<file path="src/hdl/rsch_pkg.sv">
package rsch_pkg;

    // Table geometry
    localparam int SLOTS = 8;
    localparam int IDX_W = $clog2(SLOTS);
    typedef logic [IDX_W-1:0] t_idx;

    // Command codes
    localparam logic [2:0] CMD_CLEAR   = 3'd0;
    localparam logic [2:0] CMD_ADD     = 3'd1;
    localparam logic [2:0] CMD_REMOVE  = 3'd2;
    localparam logic [2:0] CMD_BLOCK   = 3'd3;
    localparam logic [2:0] CMD_UNBLOCK = 3'd4;
    localparam logic [2:0] CMD_ALARM   = 3'd5;
    localparam logic [2:0] CMD_QUERY   = 3'd6;

    // Result kinds
    localparam logic [1:0] KIND_STATUS = 2'd0;
    localparam logic [1:0] KIND_ON     = 2'd1;
    localparam logic [1:0] KIND_OFF    = 2'd2;

    // Configuration register indexes
    localparam logic [2:0] CFG_LIMIT  = 3'd0;
    localparam logic [2:0] CFG_GAIN   = 3'd1;
    localparam logic [2:0] CFG_HMIN   = 3'd2;
    localparam logic [2:0] CFG_HMAX   = 3'd3;
    localparam logic [2:0] CFG_OFFSET = 3'd4;

    // Flag bit positions
    localparam int FB_ON     = 0;
    localparam int FB_RELAY2 = 1;
    localparam int FB_DAILY  = 2;
    localparam int FB_WEEKLY = 3;
    localparam int FB_TEMP   = 4;
    localparam int FB_BLOCK  = 5;
    localparam int FB_OFF    = 6;

    // Repeat periods and preheat guard
    localparam logic [33:0] DAY_S         = 34'd86400;
    localparam logic [33:0] WEEK_S        = 34'd604800;
    localparam logic [32:0] PREHEAT_GUARD = 33'd301;

    // Period / 128, and reciprocals scaled by 2^REC_SH
    localparam int          REC_SH = 35;
    localparam logic [28:0] DAY_C  = 29'd675;
    localparam logic [28:0] WEEK_C = 29'd4725;
    localparam logic [25:0] DAY_M  = 26'((64'd1 << REC_SH) / 64'd675);
    localparam logic [25:0] WEEK_M = 26'((64'd1 << REC_SH) / 64'd4725);

    // One table entry
    typedef struct packed {
        logic [31:0] tm;
        logic [6:0]  flags;
    } t_entry;

    localparam int ENTRY_W = $bits(t_entry);

endpackage

</file>
<file path="src/hdl/rsch_ram.sv">
module rsch_ram #(
    parameter int WIDTH = 8,
    parameter int DEPTH = 8,
    parameter int AW    = $clog2(DEPTH)
) (
    input  logic             i_clk,
    input  logic             i_we,
    input  logic [AW-1:0]    i_waddr,
    input  logic [WIDTH-1:0] i_wdata,
    input  logic [AW-1:0]    i_raddr,
    output logic [WIDTH-1:0] o_rdata
);

    logic [WIDTH-1:0] r_mem [DEPTH];
    logic [WIDTH-1:0] r_q;

    // Write port
    always_ff @(posedge i_clk) begin
        if (i_we) begin
            r_mem[i_waddr] <= i_wdata;
        end
    end

    // Registered read port
    always_ff @(posedge i_clk) begin
        r_q <= r_mem[i_raddr];
    end

    assign o_rdata = r_q;

endmodule

</file>
<file path="src/hdl/relay_event_scheduler.sv">
// Relay event scheduler: a table of timed relay events held in a small RAM.
// Input channel (i_in_valid / o_in_stall) takes one command word with its
// fields; output channel (o_out_valid / i_out_stall) returns result words.
// Every command gives one status word with o_last set; an alarm command first
// gives one relay word per firing slot that is not blocked, in slot order.
// The configuration channel (i_cfg_valid / o_cfg_ready, always ready) writes
// the register chosen by i_cfg_index with i_cfg_data.
// Clear and unknown commands go straight to the status word; block, unblock and
// query first read one slot. Add and remove walk every slot through the RAM,
// and a slot whose repeat is stepped takes two registered multiplies for the
// period remainder. Alarm walks the slots too, after the preheat multiply and
// clamp. One command is worked on at a time; the next is taken once the status
// word sits in the output register.
// A stalled receiver holds the output register; the walk waits on it before
// loading a relay word or the status word.
// Reset empties the table (per-slot valid bits), clears the alarm and loads
// the configuration reset values. No clearing pass is needed.
module relay_event_scheduler (
    input  logic        i_clk,
    input  logic        i_rst_n,
    input  logic        i_in_valid,
    output logic        o_in_stall,
    input  logic [2:0]  i_command,
    input  logic [31:0] i_current_time,
    input  logic [31:0] i_event_time,
    input  logic [3:0]  i_slot,
    input  logic        i_turn_on,
    input  logic        i_relay_select,
    input  logic        i_repeat_daily,
    input  logic        i_repeat_weekly,
    input  logic        i_use_temperature,
    input  logic signed [7:0] i_outside_temperature,
    output logic        o_out_valid,
    input  logic        i_out_stall,
    output logic [1:0]  o_kind,
    output logic        o_relay_number,
    output logic        o_success,
    output logic [3:0]  o_result_slot,
    output logic [31:0] o_alarm_time,
    output logic        o_alarm_valid,
    output logic [31:0] o_read_time,
    output logic [6:0]  o_read_mode,
    output logic        o_last,
    input  logic        i_cfg_valid,
    output logic        o_cfg_ready,
    input  logic [2:0]  i_cfg_index,
    input  logic [16:0] i_cfg_data
);

    typedef enum logic [3:0] {
        S_IDLE, S_PRE, S_CLAMP, S_RD, S_FIRE, S_CHK, S_M1, S_M2, S_M3,
        S_CAND, S_SRD, S_SMOD, S_STAT
    } t_state;

    t_state r_state;

    // Configuration
    logic signed [6:0]  r_limit;
    logic signed [10:0] r_gain;
    logic [13:0]        r_hmin;
    logic [13:0]        r_hmax;
    logic [16:0]        r_offset;

    // Latched command word
    logic [2:0]         r_cmd;
    logic [31:0]        r_now;
    logic [3:0]         r_slot;
    logic signed [7:0]  r_temp;

    // Table valid bits and walk state
    logic [rsch_pkg::SLOTS-1:0] r_valid;
    rsch_pkg::t_idx     r_idx;
    logic [31:0]        r_time;
    logic [6:0]         r_flags;
    logic               r_live;
    logic [24:0]        r_x;
    logic [6:0]         r_lo;
    logic               r_wk;
    logic [50:0]        r_p1;
    logic [28:0]        r_p2;
    logic signed [18:0] r_prod;
    logic [13:0]        r_preheat;
    logic               r_cold;
    logic               r_best_any;
    logic [32:0]        r_best_d;
    logic [31:0]        r_best_a;
    logic [31:0]        r_alarm;
    logic               r_alarm_ok;

    // Status fields
    logic               r_ok;
    logic [3:0]         r_rslot;
    logic [31:0]        r_rtime;
    logic [6:0]         r_rmode;

    // Output register
    logic               r_ov;
    logic [1:0]         r_kind;
    logic               r_relay;
    logic               r_osucc;
    logic [3:0]         r_oslot;
    logic [31:0]        r_oatime;
    logic               r_oavalid;
    logic [31:0]        r_ortime;
    logic [6:0]         r_ormode;
    logic               r_olast;

    // RAM port
    logic                            ram_we;
    rsch_pkg::t_idx                  ram_waddr;
    rsch_pkg::t_entry                ram_wdata;
    rsch_pkg::t_idx                  ram_raddr;
    logic [rsch_pkg::ENTRY_W-1:0]    ram_q;
    rsch_pkg::t_entry                rd_e;

    rsch_ram #(
        .WIDTH (rsch_pkg::ENTRY_W),
        .DEPTH (rsch_pkg::SLOTS)
    ) u_ram (
        .i_clk   (i_clk),
        .i_we    (ram_we),
        .i_waddr (ram_waddr),
        .i_wdata (ram_wdata),
        .i_raddr (ram_raddr),
        .o_rdata (ram_q)
    );

    assign rd_e = rsch_pkg::t_entry'(ram_q);

    logic accept;
    logic out_free;
    assign o_in_stall  = (r_state != S_IDLE);
    assign accept      = i_in_valid && !o_in_stall;
    assign out_free    = !r_ov || !i_out_stall;
    assign o_cfg_ready = 1'b1;

    // Decode an incoming add
    logic [6:0]     in_flags;
    logic           add_ok;
    logic           in_range;
    logic           free_any;
    rsch_pkg::t_idx free_idx;

    always_comb begin
        in_flags = '0;
        in_flags[rsch_pkg::FB_ON]     = i_turn_on;
        in_flags[rsch_pkg::FB_OFF]    = !i_turn_on;
        in_flags[rsch_pkg::FB_RELAY2] = i_relay_select;
        in_flags[rsch_pkg::FB_DAILY]  = i_repeat_daily;
        in_flags[rsch_pkg::FB_WEEKLY] = i_repeat_weekly;
        in_flags[rsch_pkg::FB_TEMP]   = i_use_temperature;
        add_ok = !(i_event_time <= i_current_time && !i_repeat_daily && !i_repeat_weekly)
                 && !(i_use_temperature && !i_turn_on);
        in_range = {1'b0, i_slot} < 5'(rsch_pkg::SLOTS);
    end

    // Lowest free slot
    always_comb begin
        free_any = 1'b0;
        free_idx = '0;
        for (int k = rsch_pkg::SLOTS - 1; k >= 0; k--) begin
            if (!r_valid[k]) begin
                free_any = 1'b1;
                free_idx = rsch_pkg::t_idx'(k);
            end
        end
    end

    // Status fields of an incoming command
    logic       n_ok;
    logic [3:0] n_rslot;

    always_comb begin
        n_ok    = 1'b0;
        n_rslot = 4'(rsch_pkg::SLOTS);
        case (i_command)
            rsch_pkg::CMD_CLEAR, rsch_pkg::CMD_ALARM: begin
                n_ok = 1'b1;
            end
            rsch_pkg::CMD_ADD: begin
                if (add_ok && free_any) begin
                    n_ok    = 1'b1;
                    n_rslot = 4'(free_idx);
                end
            end
            rsch_pkg::CMD_REMOVE: begin
                n_ok    = in_range;
                n_rslot = i_slot;
            end
            rsch_pkg::CMD_BLOCK, rsch_pkg::CMD_UNBLOCK, rsch_pkg::CMD_QUERY: begin
                n_rslot = i_slot;
            end
            default: begin
            end
        endcase
    end

    // Fire test on the slot just read
    logic        live;
    logic        due_plain;
    logic        due_temp;
    logic        fire_any;
    logic        emit;
    logic [1:0]  emit_kind;
    logic [6:0]  f_flags;
    logic [31:0] f_time;
    logic [32:0] off_sum;

    always_comb begin
        live      = r_valid[r_idx];
        due_plain = !rd_e.flags[rsch_pkg::FB_TEMP] && (rd_e.tm <= r_now);
        due_temp  = r_cold && rd_e.flags[rsch_pkg::FB_TEMP]
                    && ({1'b0, rd_e.tm} < ({1'b0, r_now} + 33'(r_preheat)));
        fire_any  = (r_cmd == rsch_pkg::CMD_ALARM) && live && (due_plain || due_temp);
        emit      = fire_any && !rd_e.flags[rsch_pkg::FB_BLOCK]
                    && (due_plain || rd_e.flags[rsch_pkg::FB_ON]);
        emit_kind = (due_plain && !rd_e.flags[rsch_pkg::FB_ON]) ?
                    rsch_pkg::KIND_OFF : rsch_pkg::KIND_ON;
        off_sum   = {1'b0, rd_e.tm} + 33'(r_offset);
        f_flags   = rd_e.flags;
        f_time    = rd_e.tm;
        if (fire_any) begin
            if (rd_e.flags[rsch_pkg::FB_BLOCK]) begin
                f_flags[rsch_pkg::FB_BLOCK] = 1'b0;
            end else if (due_temp && rd_e.flags[rsch_pkg::FB_ON]) begin
                f_flags[rsch_pkg::FB_ON]   = 1'b0;
                f_flags[rsch_pkg::FB_TEMP] = 1'b0;
                f_flags[rsch_pkg::FB_OFF]  = 1'b1;
                f_time = off_sum[32] ? '1 : off_sum[31:0];
            end
        end
    end

    // Load the output register with a relay word or the status word
    logic out_load;
    assign out_load = out_free && ((r_state == S_FIRE && emit) || r_state == S_STAT);

    // Repeat step: remainder of the elapsed time by the period
    logic [31:0] elapsed;
    logic [15:0] q0;
    logic [25:0] rem;
    logic [25:0] rem_c;
    logic [25:0] per_c;
    logic [32:0] mod_v;
    logic [33:0] n_time;

    always_comb begin
        elapsed = r_now - r_time;
        q0      = r_p1[50:rsch_pkg::REC_SH];
        per_c   = r_wk ? rsch_pkg::WEEK_C[25:0] : rsch_pkg::DAY_C[25:0];
        rem     = 26'(r_x) - r_p2[25:0];
        rem_c   = (rem >= per_c) ? (rem - per_c) : rem;
        mod_v   = {rem_c, r_lo};
        n_time  = {2'b00, r_now} - {1'b0, mod_v}
                  + (r_wk ? rsch_pkg::WEEK_S : rsch_pkg::DAY_S);
    end

    // Alarm candidate of the current slot
    logic [32:0] sum_max;
    logic [32:0] cand_a;
    logic [32:0] cand_d;
    logic        n_best_any;
    logic [32:0] n_best_d;
    logic [31:0] n_best_a;

    always_comb begin
        sum_max = {1'b0, r_now} + 33'(r_hmax);
        if (r_flags[rsch_pkg::FB_TEMP]) begin
            cand_a = ({1'b0, r_time} < sum_max) ? ({1'b0, r_now} + rsch_pkg::PREHEAT_GUARD)
                                                : ({1'b0, r_time} - 33'(r_hmax) + 33'd1);
        end else begin
            cand_a = {1'b0, r_time} + 33'd1;
        end
        cand_d     = cand_a - {1'b0, r_now};
        n_best_any = r_best_any;
        n_best_d   = r_best_d;
        n_best_a   = r_best_a;
        if (r_live && (!r_best_any || cand_d < r_best_d)) begin
            n_best_any = 1'b1;
            n_best_d   = cand_d;
            n_best_a   = cand_a[31:0];
        end
    end

    // Single-slot commands
    rsch_pkg::t_idx sidx;
    logic           s_in;
    logic           s_valid;
    logic [6:0]     s_flags;

    always_comb begin
        sidx    = r_slot[rsch_pkg::IDX_W-1:0];
        s_in    = {1'b0, r_slot} < 5'(rsch_pkg::SLOTS);
        s_valid = s_in && r_valid[sidx];
        s_flags = rd_e.flags;
        s_flags[rsch_pkg::FB_BLOCK] = (r_cmd == rsch_pkg::CMD_BLOCK);
    end

    // RAM port selection
    always_comb begin
        ram_we          = 1'b0;
        ram_waddr       = r_idx;
        ram_wdata.tm    = r_time;
        ram_wdata.flags = r_flags;
        ram_raddr       = (r_state == S_SRD) ? sidx : r_idx;
        case (r_state)
            S_IDLE: begin
                if (accept && i_command == rsch_pkg::CMD_ADD && add_ok && free_any) begin
                    ram_we          = 1'b1;
                    ram_waddr       = free_idx;
                    ram_wdata.tm    = i_event_time;
                    ram_wdata.flags = in_flags;
                end
            end
            S_CAND: begin
                ram_we = 1'b1;
            end
            S_SMOD: begin
                if (s_valid && (r_cmd == rsch_pkg::CMD_BLOCK || r_cmd == rsch_pkg::CMD_UNBLOCK))
                begin
                    ram_we          = 1'b1;
                    ram_waddr       = sidx;
                    ram_wdata.tm    = rd_e.tm;
                    ram_wdata.flags = s_flags;
                end
            end
            default: begin
            end
        endcase
    end

    // Configuration writes
    always_ff @(posedge i_clk) begin
        if (!i_rst_n) begin
            r_limit  <= 7'sd0;
            r_gain   <= -11'sd60;
            r_hmin   <= 14'd1800;
            r_hmax   <= 14'd7200;
            r_offset <= 17'd3600;
        end else if (i_cfg_valid) begin
            case (i_cfg_index)
                rsch_pkg::CFG_LIMIT:  r_limit  <= i_cfg_data[6:0];
                rsch_pkg::CFG_GAIN:   r_gain   <= i_cfg_data[10:0];
                rsch_pkg::CFG_HMIN:   r_hmin   <= i_cfg_data[13:0];
                rsch_pkg::CFG_HMAX:   r_hmax   <= i_cfg_data[13:0];
                rsch_pkg::CFG_OFFSET: r_offset <= i_cfg_data;
                default: begin
                end
            endcase
        end
    end

    // Sequencer, table walk and output register
    always_ff @(posedge i_clk) begin
        if (!i_rst_n) begin
            r_state    <= S_IDLE;
            r_valid    <= '0;
            r_ov       <= 1'b0;
            r_alarm    <= '0;
            r_alarm_ok <= 1'b0;
            r_preheat  <= '0;
            r_idx      <= '0;
            r_best_any <= 1'b0;
        end else begin
            if (out_load) begin
                r_ov <= 1'b1;
            end else if (!i_out_stall) begin
                r_ov <= 1'b0;
            end
            case (r_state)
                S_IDLE: begin
                    if (accept) begin
                        r_cmd      <= i_command;
                        r_now      <= i_current_time;
                        r_slot     <= i_slot;
                        r_temp     <= i_outside_temperature;
                        r_rtime    <= '0;
                        r_rmode    <= '0;
                        r_ok       <= n_ok;
                        r_rslot    <= n_rslot;
                        r_idx      <= '0;
                        r_best_any <= 1'b0;
                        case (i_command)
                            rsch_pkg::CMD_CLEAR: begin
                                r_valid    <= '0;
                                r_alarm    <= '0;
                                r_alarm_ok <= 1'b0;
                                r_state    <= S_STAT;
                            end
                            rsch_pkg::CMD_ADD: begin
                                if (add_ok && free_any) begin
                                    r_valid[free_idx] <= 1'b1;
                                end
                                r_state <= S_RD;
                            end
                            rsch_pkg::CMD_REMOVE: begin
                                if (in_range) begin
                                    r_valid[i_slot[rsch_pkg::IDX_W-1:0]] <= 1'b0;
                                end
                                r_state <= S_RD;
                            end
                            rsch_pkg::CMD_BLOCK, rsch_pkg::CMD_UNBLOCK,
                            rsch_pkg::CMD_QUERY: begin
                                r_state <= S_SRD;
                            end
                            rsch_pkg::CMD_ALARM: begin
                                r_state <= S_PRE;
                            end
                            default: begin
                                r_state <= S_STAT;
                            end
                        endcase
                    end
                end
                // Preheat product and cold test
                S_PRE: begin
                    r_prod  <= 19'(r_temp) * 19'(r_gain);
                    r_cold  <= r_temp < 8'(r_limit);
                    r_state <= S_CLAMP;
                end
                // Clamp preheat
                S_CLAMP: begin
                    if (!r_cold) begin
                        r_preheat <= '0;
                    end else if (r_prod < 0 || r_prod > $signed({5'b0, r_hmax})) begin
                        r_preheat <= r_hmax;
                    end else if (r_prod < $signed({5'b0, r_hmin})) begin
                        r_preheat <= r_hmin;
                    end else begin
                        r_preheat <= r_prod[13:0];
                    end
                    r_state <= S_RD;
                end
                S_RD: begin
                    r_state <= S_FIRE;
                end
                // Fire the slot; hold while a relay word cannot be loaded
                S_FIRE: begin
                    if (!emit || out_free) begin
                        r_time  <= f_time;
                        r_flags <= f_flags;
                        r_live  <= live;
                        if (emit) begin
                            r_kind    <= emit_kind;
                            r_relay   <= rd_e.flags[rsch_pkg::FB_RELAY2];
                            r_osucc   <= 1'b1;
                            r_oslot   <= 4'(r_idx);
                            r_oatime  <= '0;
                            r_oavalid <= 1'b0;
                            r_ortime  <= '0;
                            r_ormode  <= '0;
                            r_olast   <= 1'b0;
                        end
                        r_state <= S_CHK;
                    end
                end
                // Drop passed one-shot events, or start the repeat step
                S_CHK: begin
                    if (r_live && r_time <= r_now) begin
                        if (!r_flags[rsch_pkg::FB_DAILY] && !r_flags[rsch_pkg::FB_WEEKLY]) begin
                            r_live  <= 1'b0;
                            r_state <= S_CAND;
                        end else begin
                            r_x     <= elapsed[31:7];
                            r_lo    <= elapsed[6:0];
                            r_wk    <= !r_flags[rsch_pkg::FB_DAILY];
                            r_state <= S_M1;
                        end
                    end else begin
                        r_state <= S_CAND;
                    end
                end
                S_M1: begin
                    r_p1    <= 51'(r_x) * 51'(r_wk ? rsch_pkg::WEEK_M : rsch_pkg::DAY_M);
                    r_state <= S_M2;
                end
                S_M2: begin
                    r_p2    <= 29'(q0) * (r_wk ? rsch_pkg::WEEK_C : rsch_pkg::DAY_C);
                    r_state <= S_M3;
                end
                S_M3: begin
                    if (n_time[33:32] != 2'b00) begin
                        r_live <= 1'b0;
                    end else begin
                        r_time <= n_time[31:0];
                    end
                    r_state <= S_CAND;
                end
                // Write back, keep the earliest alarm, advance
                S_CAND: begin
                    r_valid[r_idx] <= r_live;
                    r_best_any     <= n_best_any;
                    r_best_d       <= n_best_d;
                    r_best_a       <= n_best_a;
                    if (r_idx == rsch_pkg::t_idx'(rsch_pkg::SLOTS - 1)) begin
                        r_alarm_ok <= n_best_any;
                        r_alarm    <= n_best_any ? n_best_a : '0;
                        r_state    <= S_STAT;
                    end else begin
                        r_idx   <= r_idx + 1'b1;
                        r_state <= S_RD;
                    end
                end
                S_SRD: begin
                    r_state <= S_SMOD;
                end
                // Block, unblock or query one slot
                S_SMOD: begin
                    if (r_cmd == rsch_pkg::CMD_QUERY) begin
                        r_ok    <= s_in;
                        r_rtime <= s_valid ? rd_e.tm : '1;
                        r_rmode <= s_valid ? rd_e.flags : '0;
                    end else begin
                        r_ok <= s_valid;
                    end
                    r_state <= S_STAT;
                end
                // Status word
                S_STAT: begin
                    if (out_free) begin
                        r_kind    <= rsch_pkg::KIND_STATUS;
                        r_relay   <= 1'b0;
                        r_osucc   <= r_ok;
                        r_oslot   <= r_rslot;
                        r_oatime  <= r_alarm;
                        r_oavalid <= r_alarm_ok;
                        r_ortime  <= r_rtime;
                        r_ormode  <= r_rmode;
                        r_olast   <= 1'b1;
                        r_state   <= S_IDLE;
                    end
                end
                default: begin
                    r_state <= S_IDLE;
                end
            endcase
        end
    end

    assign o_out_valid    = r_ov;
    assign o_kind         = r_kind;
    assign o_relay_number = r_relay;
    assign o_success      = r_osucc;
    assign o_result_slot  = r_oslot;
    assign o_alarm_time   = r_oatime;
    assign o_alarm_valid  = r_oavalid;
    assign o_read_time    = r_ortime;
    assign o_read_mode    = r_ormode;
    assign o_last         = r_olast;

    // An accepted command always leaves the idle state
    a_busy_after_accept: assert property (@(posedge i_clk) disable iff (!i_rst_n)
        accept |=> o_in_stall)
        else $error("command accepted without leaving idle");

    // No alarm means a zero alarm time
    a_alarm_zero: assert property (@(posedge i_clk) disable iff (!i_rst_n)
        !r_alarm_ok |-> (r_alarm == 32'd0))
        else $error("alarm time set without a pending event");

    // Relay words never close a command
    a_relay_not_last: assert property (@(posedge i_clk) disable iff (!i_rst_n)
        (o_out_valid && o_kind != rsch_pkg::KIND_STATUS) |-> !o_last)
        else $error("relay word marked last");

    // The walk never loads a word over one that is held
    a_no_overwrite: assert property (@(posedge i_clk) disable iff (!i_rst_n)
        (r_ov && i_out_stall) |=> r_ov)
        else $error("held output word lost");

endmodule
</file>
<file path="config.mk">
export PLATFORM = sky130hd
export DESIGN_NAME = relay_event_scheduler
export DESIGN_NICKNAME = d
export VERILOG_FILES = /design/src/hdl/rsch_pkg.sv /design/src/hdl/rsch_ram.sv /design/src/hdl/relay_event_scheduler.sv
export SDC_FILE = /design/constraint.sdc
export NUM_CORES = 2
export LEC_CHECK = 0
export BUFFER_PORTS_ARGS = -buffer_cell sky130_fd_sc_hd__buf_2
export CAP_MARGIN = 10
export CORE_AREA = 2 2 258 514
export DETAILED_ROUTE_END_ITERATION = 12
export DIE_AREA = 0 0 260 516
export GPL_ROUTABILITY_DRIVEN = 0
export PLACE_DENSITY = 0.71
export SLEW_MARGIN = 20
export SYNTH_ARGS = -nofsm -noshare
export SYNTH_HDL_FRONTEND = slang
export SYNTH_SLANG_ARGS = --single-unit
export TNS_END_PERCENT = 30
</file>
<file path="constraint.sdc">
create_clock -name i_clk -period 21.1 [get_ports i_clk]
set_clock_uncertainty 0.15 [all_clocks]
set_input_delay 6.33 -clock i_clk [delete_from_list [all_inputs] [get_ports i_clk]]
set_output_delay 6.33 -clock i_clk [all_outputs]
set_load 0.01 [all_outputs]
</file>
; ---- After elaboration in Yosys (flattened, before gate mapping)
; Memories as Yosys holds them, arrays and structs flattened. A register that Yosys moved wholly into a read port is not among the register bits.
; Cells that the tools add are included.
[word_totals]
regBits = 534
latchBits = 0
mem_bits_rw = 312
mem_bits_ro = 0
inputBits = 109
wordCells = 364
memories = 1
[memory_table]
columns = memory, words, word_bits, rd, rd_ports_with_merged_regs, wr, line_no
row1 = u_ram.r_mem, 8, 39, 1, 1, 1, rsch_ram.sv:14  ; logic [WIDTH-1:0] r_mem [DEPTH];
[op_classes]
n_addsub = 14
n_mul = 3
div_mod_pow = 0
magnitude_cmp = 20
eq_ne = 43
shifts = 0
mux = 148
bitwise = 4
reduce_logical = 88
[op_table]
columns = op, count
row1 = 2-to-1 mux 32 bit, 18
row2 = one-hot mux 32 bit (2 select lines), 5
row3 = less-or-equal comparator 32 bit, 3
row4 = 2-to-1 mux 39 bit, 2
row5 = one-hot mux 39 bit (2 select lines), 1
row6 = adder 32 x 14 -> 33 bit, 2
row7 = < comparator 32 x 33 -> 1 bit, 2
row8 = 2-to-1 mux 33 bit, 2
row9 = 2-to-1 mux 26 bit, 2
row10 = one-hot mux 4 bit (13 select lines), 1
row11 = multiplier 25 x 26 -> 51 bit, 1
row12 = 2-to-1 mux 1 bit, 48
row13 = 2-to-1 mux 14 bit, 3
row14 = 2-to-1 mux 3 bit, 14
row15 = 2-to-1 mux 7 bit, 6
row16 = 2-to-1 mux 4 bit, 10
row17 = adder 34 x 20 -> 34 bit, 1
row18 = subtractor 32 x 33 -> 34 bit, 1
row19 = adder 32 x 1 -> 33 bit (second input constant), 1
row20 = adder 32 x 17 -> 33 bit, 1
row21 = adder 32 x 9 -> 33 bit (second input constant), 1
row22 = adder 33 x 1 -> 33 bit (second input constant), 1
row23 = < comparator 33 bit, 1
row24 = subtractor 32 x 14 -> 33 bit, 1
row25 = other kinds (62), 192

; ---- Longest topological paths before layout
[depth]
depth_word = 17
depth_mapped = 50
ltp_nobuf = 45

; ---- Modules after synthesis
; Synthesis repeated with hierarchy kept, for this count alone.
[hier_totals]
cells_unflattened = 6784
hier_area_um2 = 71592.4
[by_module_without_submodules]
columns = module, instances, cells_per_inst, area_each_um2, seq_area_each_um2
row1 = relay_event_scheduler, 1, 6281, 58962.8, 13713.2
row2 = rsch_ram, 1, 503, 12629.6, 10149.7

; ---- Worst setup path before layout
; Ideal clock, no wire load.
[synth_path]
path_type = input port to flip-flop
startpoint = input port i_current_time[25]
endpoint = memory u_ram.r_mem[7][0] (netlist name) (enable)
setup_ns = 0.492
arrival_ns = 11.521
t_required_ns = 20.458
slack_ns = 8.937
cell_stages = 15
path_buffers = 2
cell_sequence = inv_1 > ha_1 > a21o_1 > a21o_1 > a21o_1 > a21o_1 > a221o_1 > nand3_1 > nand4b_1 > and2_1 > clkbuf_1 > clkbuf_1 > a21oi_1 > o22ai_1 > nor3b_1
[synth_via]
elab_chain_len = 11
elab_cells_between_ends = 13
cone_classes = order compare: 1 / mux: 6 / reduce/logical: 6
[synth_lines]
columns = element, line_no
row1 = start: declaration, relay_event_scheduler.sv:24  ; input logic [31:0] i_current_time,
row2 = less-or-equal comparator 32 bit *, relay_event_scheduler.sv:152  ; add_ok = !(i_event_time <= i_current_time && !i_repeat_daily && !i_repeat_weekly)
row3 = logical AND 1 bit * (2 in a row), relay_event_scheduler.sv:152
row4 = zero test 1 bit *, relay_event_scheduler.sv:152
row5 = logical AND 1 bit *, relay_event_scheduler.sv:153  ; && !(i_use_temperature && !i_turn_on);
row6 = logical AND 1 bit * (2 in a row), relay_event_scheduler.sv:308  ; if (accept && i_command == rsch_pkg::CMD_ADD && add_ok && free_any) begin
row7 = 2-to-1 mux 1 bit, relay_event_scheduler.sv:308
row8 = one-hot mux 1 bit (3 select lines), relay_event_scheduler.sv:306  ; case (r_state)
row9 = 2-to-1 mux 1 bit, rsch_ram.sv:19  ; if (i_we) begin
row10 = 2-to-1 mux 1 bit (not written as such), rsch_ram.sv:20  ; r_mem[i_waddr] <= i_wdata;
row11 = end: declaration, rsch_ram.sv:14
; Every way passes the cells marked *; elsewhere a longest branch is shown, timed or not.

; ---- Worst setup path in the final report
[layout_path]
startpoint = register r_now[1]
endpoint = register r_best_d[2] (enable)
[layout_via]
elab_chain_len = 9
elab_cells_between_ends = 10
cone_classes = add/sub: 3 / order compare: 2 / mux: 2 / reduce/logical: 3
[layout_lines]
columns = element, line_no
row1 = start: declaration, relay_event_scheduler.sv:66  ; logic [31:0] r_now;
row2 = start signal: assignment, relay_event_scheduler.sv:374  ; r_now <= i_current_time;
row3 = adder 32 x 14 -> 33 bit, relay_event_scheduler.sv:267  ; sum_max = {1'b0, r_now} + 33'(r_hmax);
row4 = < comparator 32 x 33 -> 1 bit, relay_event_scheduler.sv:269  ; cand_a = ({1'b0, r_time} < sum_max) ? ({1'b0, r_now} + rsch_pkg::PREHEAT_GUARD)
row5 = 2-to-1 mux 33 bit, relay_event_scheduler.sv:269
row6 = 2-to-1 mux 33 bit, relay_event_scheduler.sv:268  ; if (r_flags[rsch_pkg::FB_TEMP]) begin
row7 = subtractor 33 x 32 -> 33 bit *, relay_event_scheduler.sv:274  ; cand_d = cand_a - {1'b0, r_now};
row8 = net cand_d[30], relay_event_scheduler.sv:261  ; logic [32:0] cand_d;
row9 = < comparator 33 bit *, relay_event_scheduler.sv:278  ; if (r_live && (!r_best_any || cand_d < r_best_d)) begin
row10 = logical OR 1 bit *, relay_event_scheduler.sv:278
row11 = logical AND 1 bit *, relay_event_scheduler.sv:278
row12 = AND reduction 3 bit (no line) *, -
row13 = end signal: assignment, relay_event_scheduler.sv:493  ; r_best_d <= n_best_d;
row14 = end: declaration, relay_event_scheduler.sv:85  ; logic [32:0] r_best_d;
; Mark *: on every way through the listed nets, which the timed path passes. The rest lies on a longest branch.
; A chain may end at the register's enable or synchronous reset.

==> metrics.md <==
| Metric | Value |
|---|---|
| Routed Antenna Nets | `0` |
| Slowest stage delay, CP | `about 840 ps` |
| Synthesized area per cell | `~11 um2` |
| M3 GR Usage | `0.0628` |
| GRT Max-Usage Layer | `met2` |
| Hold_ws | `a little over 300 ps` |
| Status | `finished, final reports clean` |
| Max-cap violations | `0` |
| DR DRC count | `0` |
| Worst Setup End Kind | `flop` |
| # port buffers | `around 190` |
| Leakage | `approximately 0.034 uW` |
| Core area | `0.130 mm2` |
| Unrepaired setup endpoints after global routing | `no` |
| Die X | `roughly 260 um` |
| Clock Tree Root | `clkbuf_16` |
| Clock latency on the worst-skew pair | `approximately 730 ps` |
| Minimum clock period | `between 10,000 and 15,000 ps` |
| Initial antenna violation count | `14` |
| Post-DP HPWL | `about 180,000 um` |
| Slew @ Worst Pin | `between 1000 and 1500 ps` |
| Gates resized, CTS repair | `0` |
| Grt met1 use | `0.319` |
| First-pass GRT wire length | `329,000 um` |
| Power Dens Cells | `a little over 80 mW/mm2` |
| Crit path kind | `reg -> reg` |
| Max-slew violations | `0` |
| Number of global-route vias before repair | `~57,000` |
| Final net count | `between 8,000 and 9,000` |
| Worst Path Arrival | `between 10,000 and 15,000 ps` |
| Post-synthesis sequential area ratio | `0.336` |
| Clock transition at path regs | `approximately 70 ps` |
| Die ar. | `between 0.1 and 0.15 mm2` |
| Starting density of the core | `0.548` |
| Post-synthesis cell area | `approximately 0.071 mm2` |
| H-tree depth | `3` |
| 1st-pass router iterations | `8` |
| Post-synth EDFFs | `684` |
| Startpoint types | `flop` |
| Largest net degree at the start of global routing | `between 50 and 60` |
| Synthesis-to-layout area growth | `8.00%` |
| CTS tree | `built` |
| Vias | `~53,000` |
| Worst Path Max Fanout | `43` |
| Global Route Usage Sum | `0.333` |
| Seq cells post-synth | `850` |
| Num CTS Buffers | `77` |
| Gr ovfl total | `0` |
| Final Hold Vio Count | `0` |
| Ys flop type | `edfxtp_1` |
| Met2 usage | `0.596` |
| IO Pins | `around 190` |
| Synth unique cells | `96` |
| Post-Route WL | `approximately 220,000 um` |
| HP Class | `reg -> reg` |
| Async SR Flop Fraction | `0` |
| Syn. warnings | `0` |
| Initial DRC Count | `~4,300` |
| Hold_buf cts | `0` |
| Clock sinks | `850` |
| Num rows | `between 150 and 200` |
| Postcts setup bufs | `0` |
| Layout cells sized above 1 | `0.0906` |
| Fillcell total | `10,800` |
| Final TNS setup | `0 ps` |
| Drt wl/cell | `approximately 26 um` |
| Chip Height | `~520 um` |
| CTS Buffer Depth | `3` |
| Worst path slowest cell | `a211oi_1` |
| FMAX | `0.0788 GHz` |
| Vias/cell | `6.15` |
| Worst VDD drop | `roughly 0.21 mV` |
| CP Data Required Time | `about 21,000 ps` |
| Period utilization | `0.601` |
| Cells after Synth | `approximately 6,700` |
| Max-slew headroom | `0.192` |
| Final setup viols | `0` |
[flip-flops by register name, indices dropped and copies added, names as in the netlist, 16 cells and up]
name and flops:
r_p2 26, o_alarm_time 32, r_best_a 32, r_rtime 32, u_ram.o_rdata 39, o_read_time 32, r_time 32, r_p1 16
r_now 32, r_best_d 33, r_x 25, r_offset 17, u_ram.r_mem 312, r_alarm 32, r_prod 19
[cells in the mapped netlist, types with 29 or more instances]
cell type / instances / share of area
and2_1: 171 / 0.015
nand4_1: 72 / 0.0063
a211oi_1: 58 / 0.0061
xor2_1: 86 / 0.011
dfxtp_1: 166 / 0.047
o211ai_1: 35 / 0.0037
mux2i_1: 54 / 0.0076
nand3_1: 99 / 0.0070
and3_1: 37 / 0.0033
a21oi_1: 319 / 0.022
edfxtp_1: 684 / 0.29
nor3_1: 74 / 0.0052
a22o_1: 33 / 0.0041
nand2_1: 406 / 0.021
clkbuf_1: 162 / 0.0086
fa_1: 537 / 0.15
o21a_1: 46 / 0.0049
nor2_1: 400 / 0.021
inv_1: 1003 / 0.053
or3_1: 33 / 0.0029
a31oi_1: 29 / 0.0026
mux2_2: 76 / 0.012
o21ai_0: 263 / 0.019
nand2b_1: 56 / 0.0049
nor2b_1: 63 / 0.0055
mux4_2: 82 / 0.026
a21o_1: 160 / 0.017
a221o_1: 35 / 0.0049
ha_1: 812 / 0.14
xnor2_1: 259 / 0.032
[stage by stage]
| step | cell area, um2 | utilization | power, uW | cells | setup slack (ps) |
|---|---|---|---|---|---|
| after global routing | 76800 | 0.591 | 6530 | 8624 | 7750 |
| after global placement | 74100 | 0.571 | 4600 | 8479 | 8680 |
| final | 76800 | 0.591 | 6220 | 8632 | 8410 |
| after CTS | 76800 | 0.591 | 6180 | 8623 | 8640 |
| after detailed placement | 74100 | 0.571 | 4690 | 8479 | 8640 |
| after floorplan | 71200 | - | 3970 | 6720 | 8940 |
[layout by cell type (no fill, tap or decap), drive strengths merged, types with 17 or more instances in the layout]
cell type	instances
inv	1007
ha	812
edfxtp	684
fa	537
nand2	406
nor2	402
a21oi	327
o21ai	269
xnor2	260
buf	243
and2	171
dfxtp	166
a21o	160
clkbuf	105
nand3	100
xor2	86
mux4	82
mux2	76
nor3	75
nand4	72
nor2b	63
a211oi	58
nand2b	56
mux2i	54
o21a	46
and3	37
o211ai	35
a221o	35
or3	33
a22o	33
a31oi	29
conb	29
clkinv	29
or2	28
o21bai	28
o221ai	19
nor4	19
a31o	18
a22oi	18
o31ai	17
[layer usage]
layer / vias to the layer above / part of all wire
li1: 23600 / -
met1: 26000 / 0.31
met2: 2458 / 0.51
met3: 1011 / 0.066
met4: 14 / 0.11
met5: - / 0.00041
[power breakdown]
| group | total [uW] | leakage, uW | internal (uW) | switching [uW] |
|---|---|---|---|---|
| sequential | 2250 | 0.00767 | 2090 | 160 |
| combinational | 2470 | 0.0247 | 1000 | 1470 |
| clock | 1500 | 0.00128 | 797 | 699 |
[critical path: cells and delay by family (launching register included)]
kind                     cells  cell delay, ps
AO/OA/AOI/OAI               27            6410
XOR/XNOR                     2             340
adder cells (fa/ha/maj)      5            1590
buffers and inverters        3            1450
flip-flops                   1             580
multiplexers                 1             320
AND/OR/NAND/NOR              8            1420
[final cells by class]
type                            count  area [um2]  area share
Antenna cell                        9        22.5    0.000293
Tap cell                         1701        2130      0.0277
Sequential cell                   850       23900       0.311
Inverter                         1005        3770      0.0491
Clock inverter                     39         490     0.00639
Clock buffer                      105        2150      0.0281
Multi-Input combinational cell   4680       43000       0.560
Timing Repair Buffer              243        1350      0.0175
[worst paths after layout]
kind | endpoint | slack, ps | cells past startpoint | from
worst max register to register | r_best_d[2] | 8410 | 46 | r_now[1]
worst min-delay path | r_limit[4] | 310 | 2 | r_limit[4]
worst max-delay path | r_best_d[2] | 8410 | 46 | r_now[1]
worst min register to register | r_limit[4] | 310 | 2 | r_limit[4]
[cells by family (layout without fill, tap and decap cells)]
logic type,after synthesis,after routing,synth area share
other,2,38,0.000106
multiplexers,212,212,0.0456
XOR/XNOR,346,346,0.0427
buffers and inverters,1190,1392,0.0636
AO/OA/AOI/OAI,1229,1229,0.114
flip-flops,850,850,0.336
AND/OR/NAND/NOR,1515,1515,0.104
adder cells (fa/ha/maj),1349,1349,0.294
(Power assumes the default switching activity.)
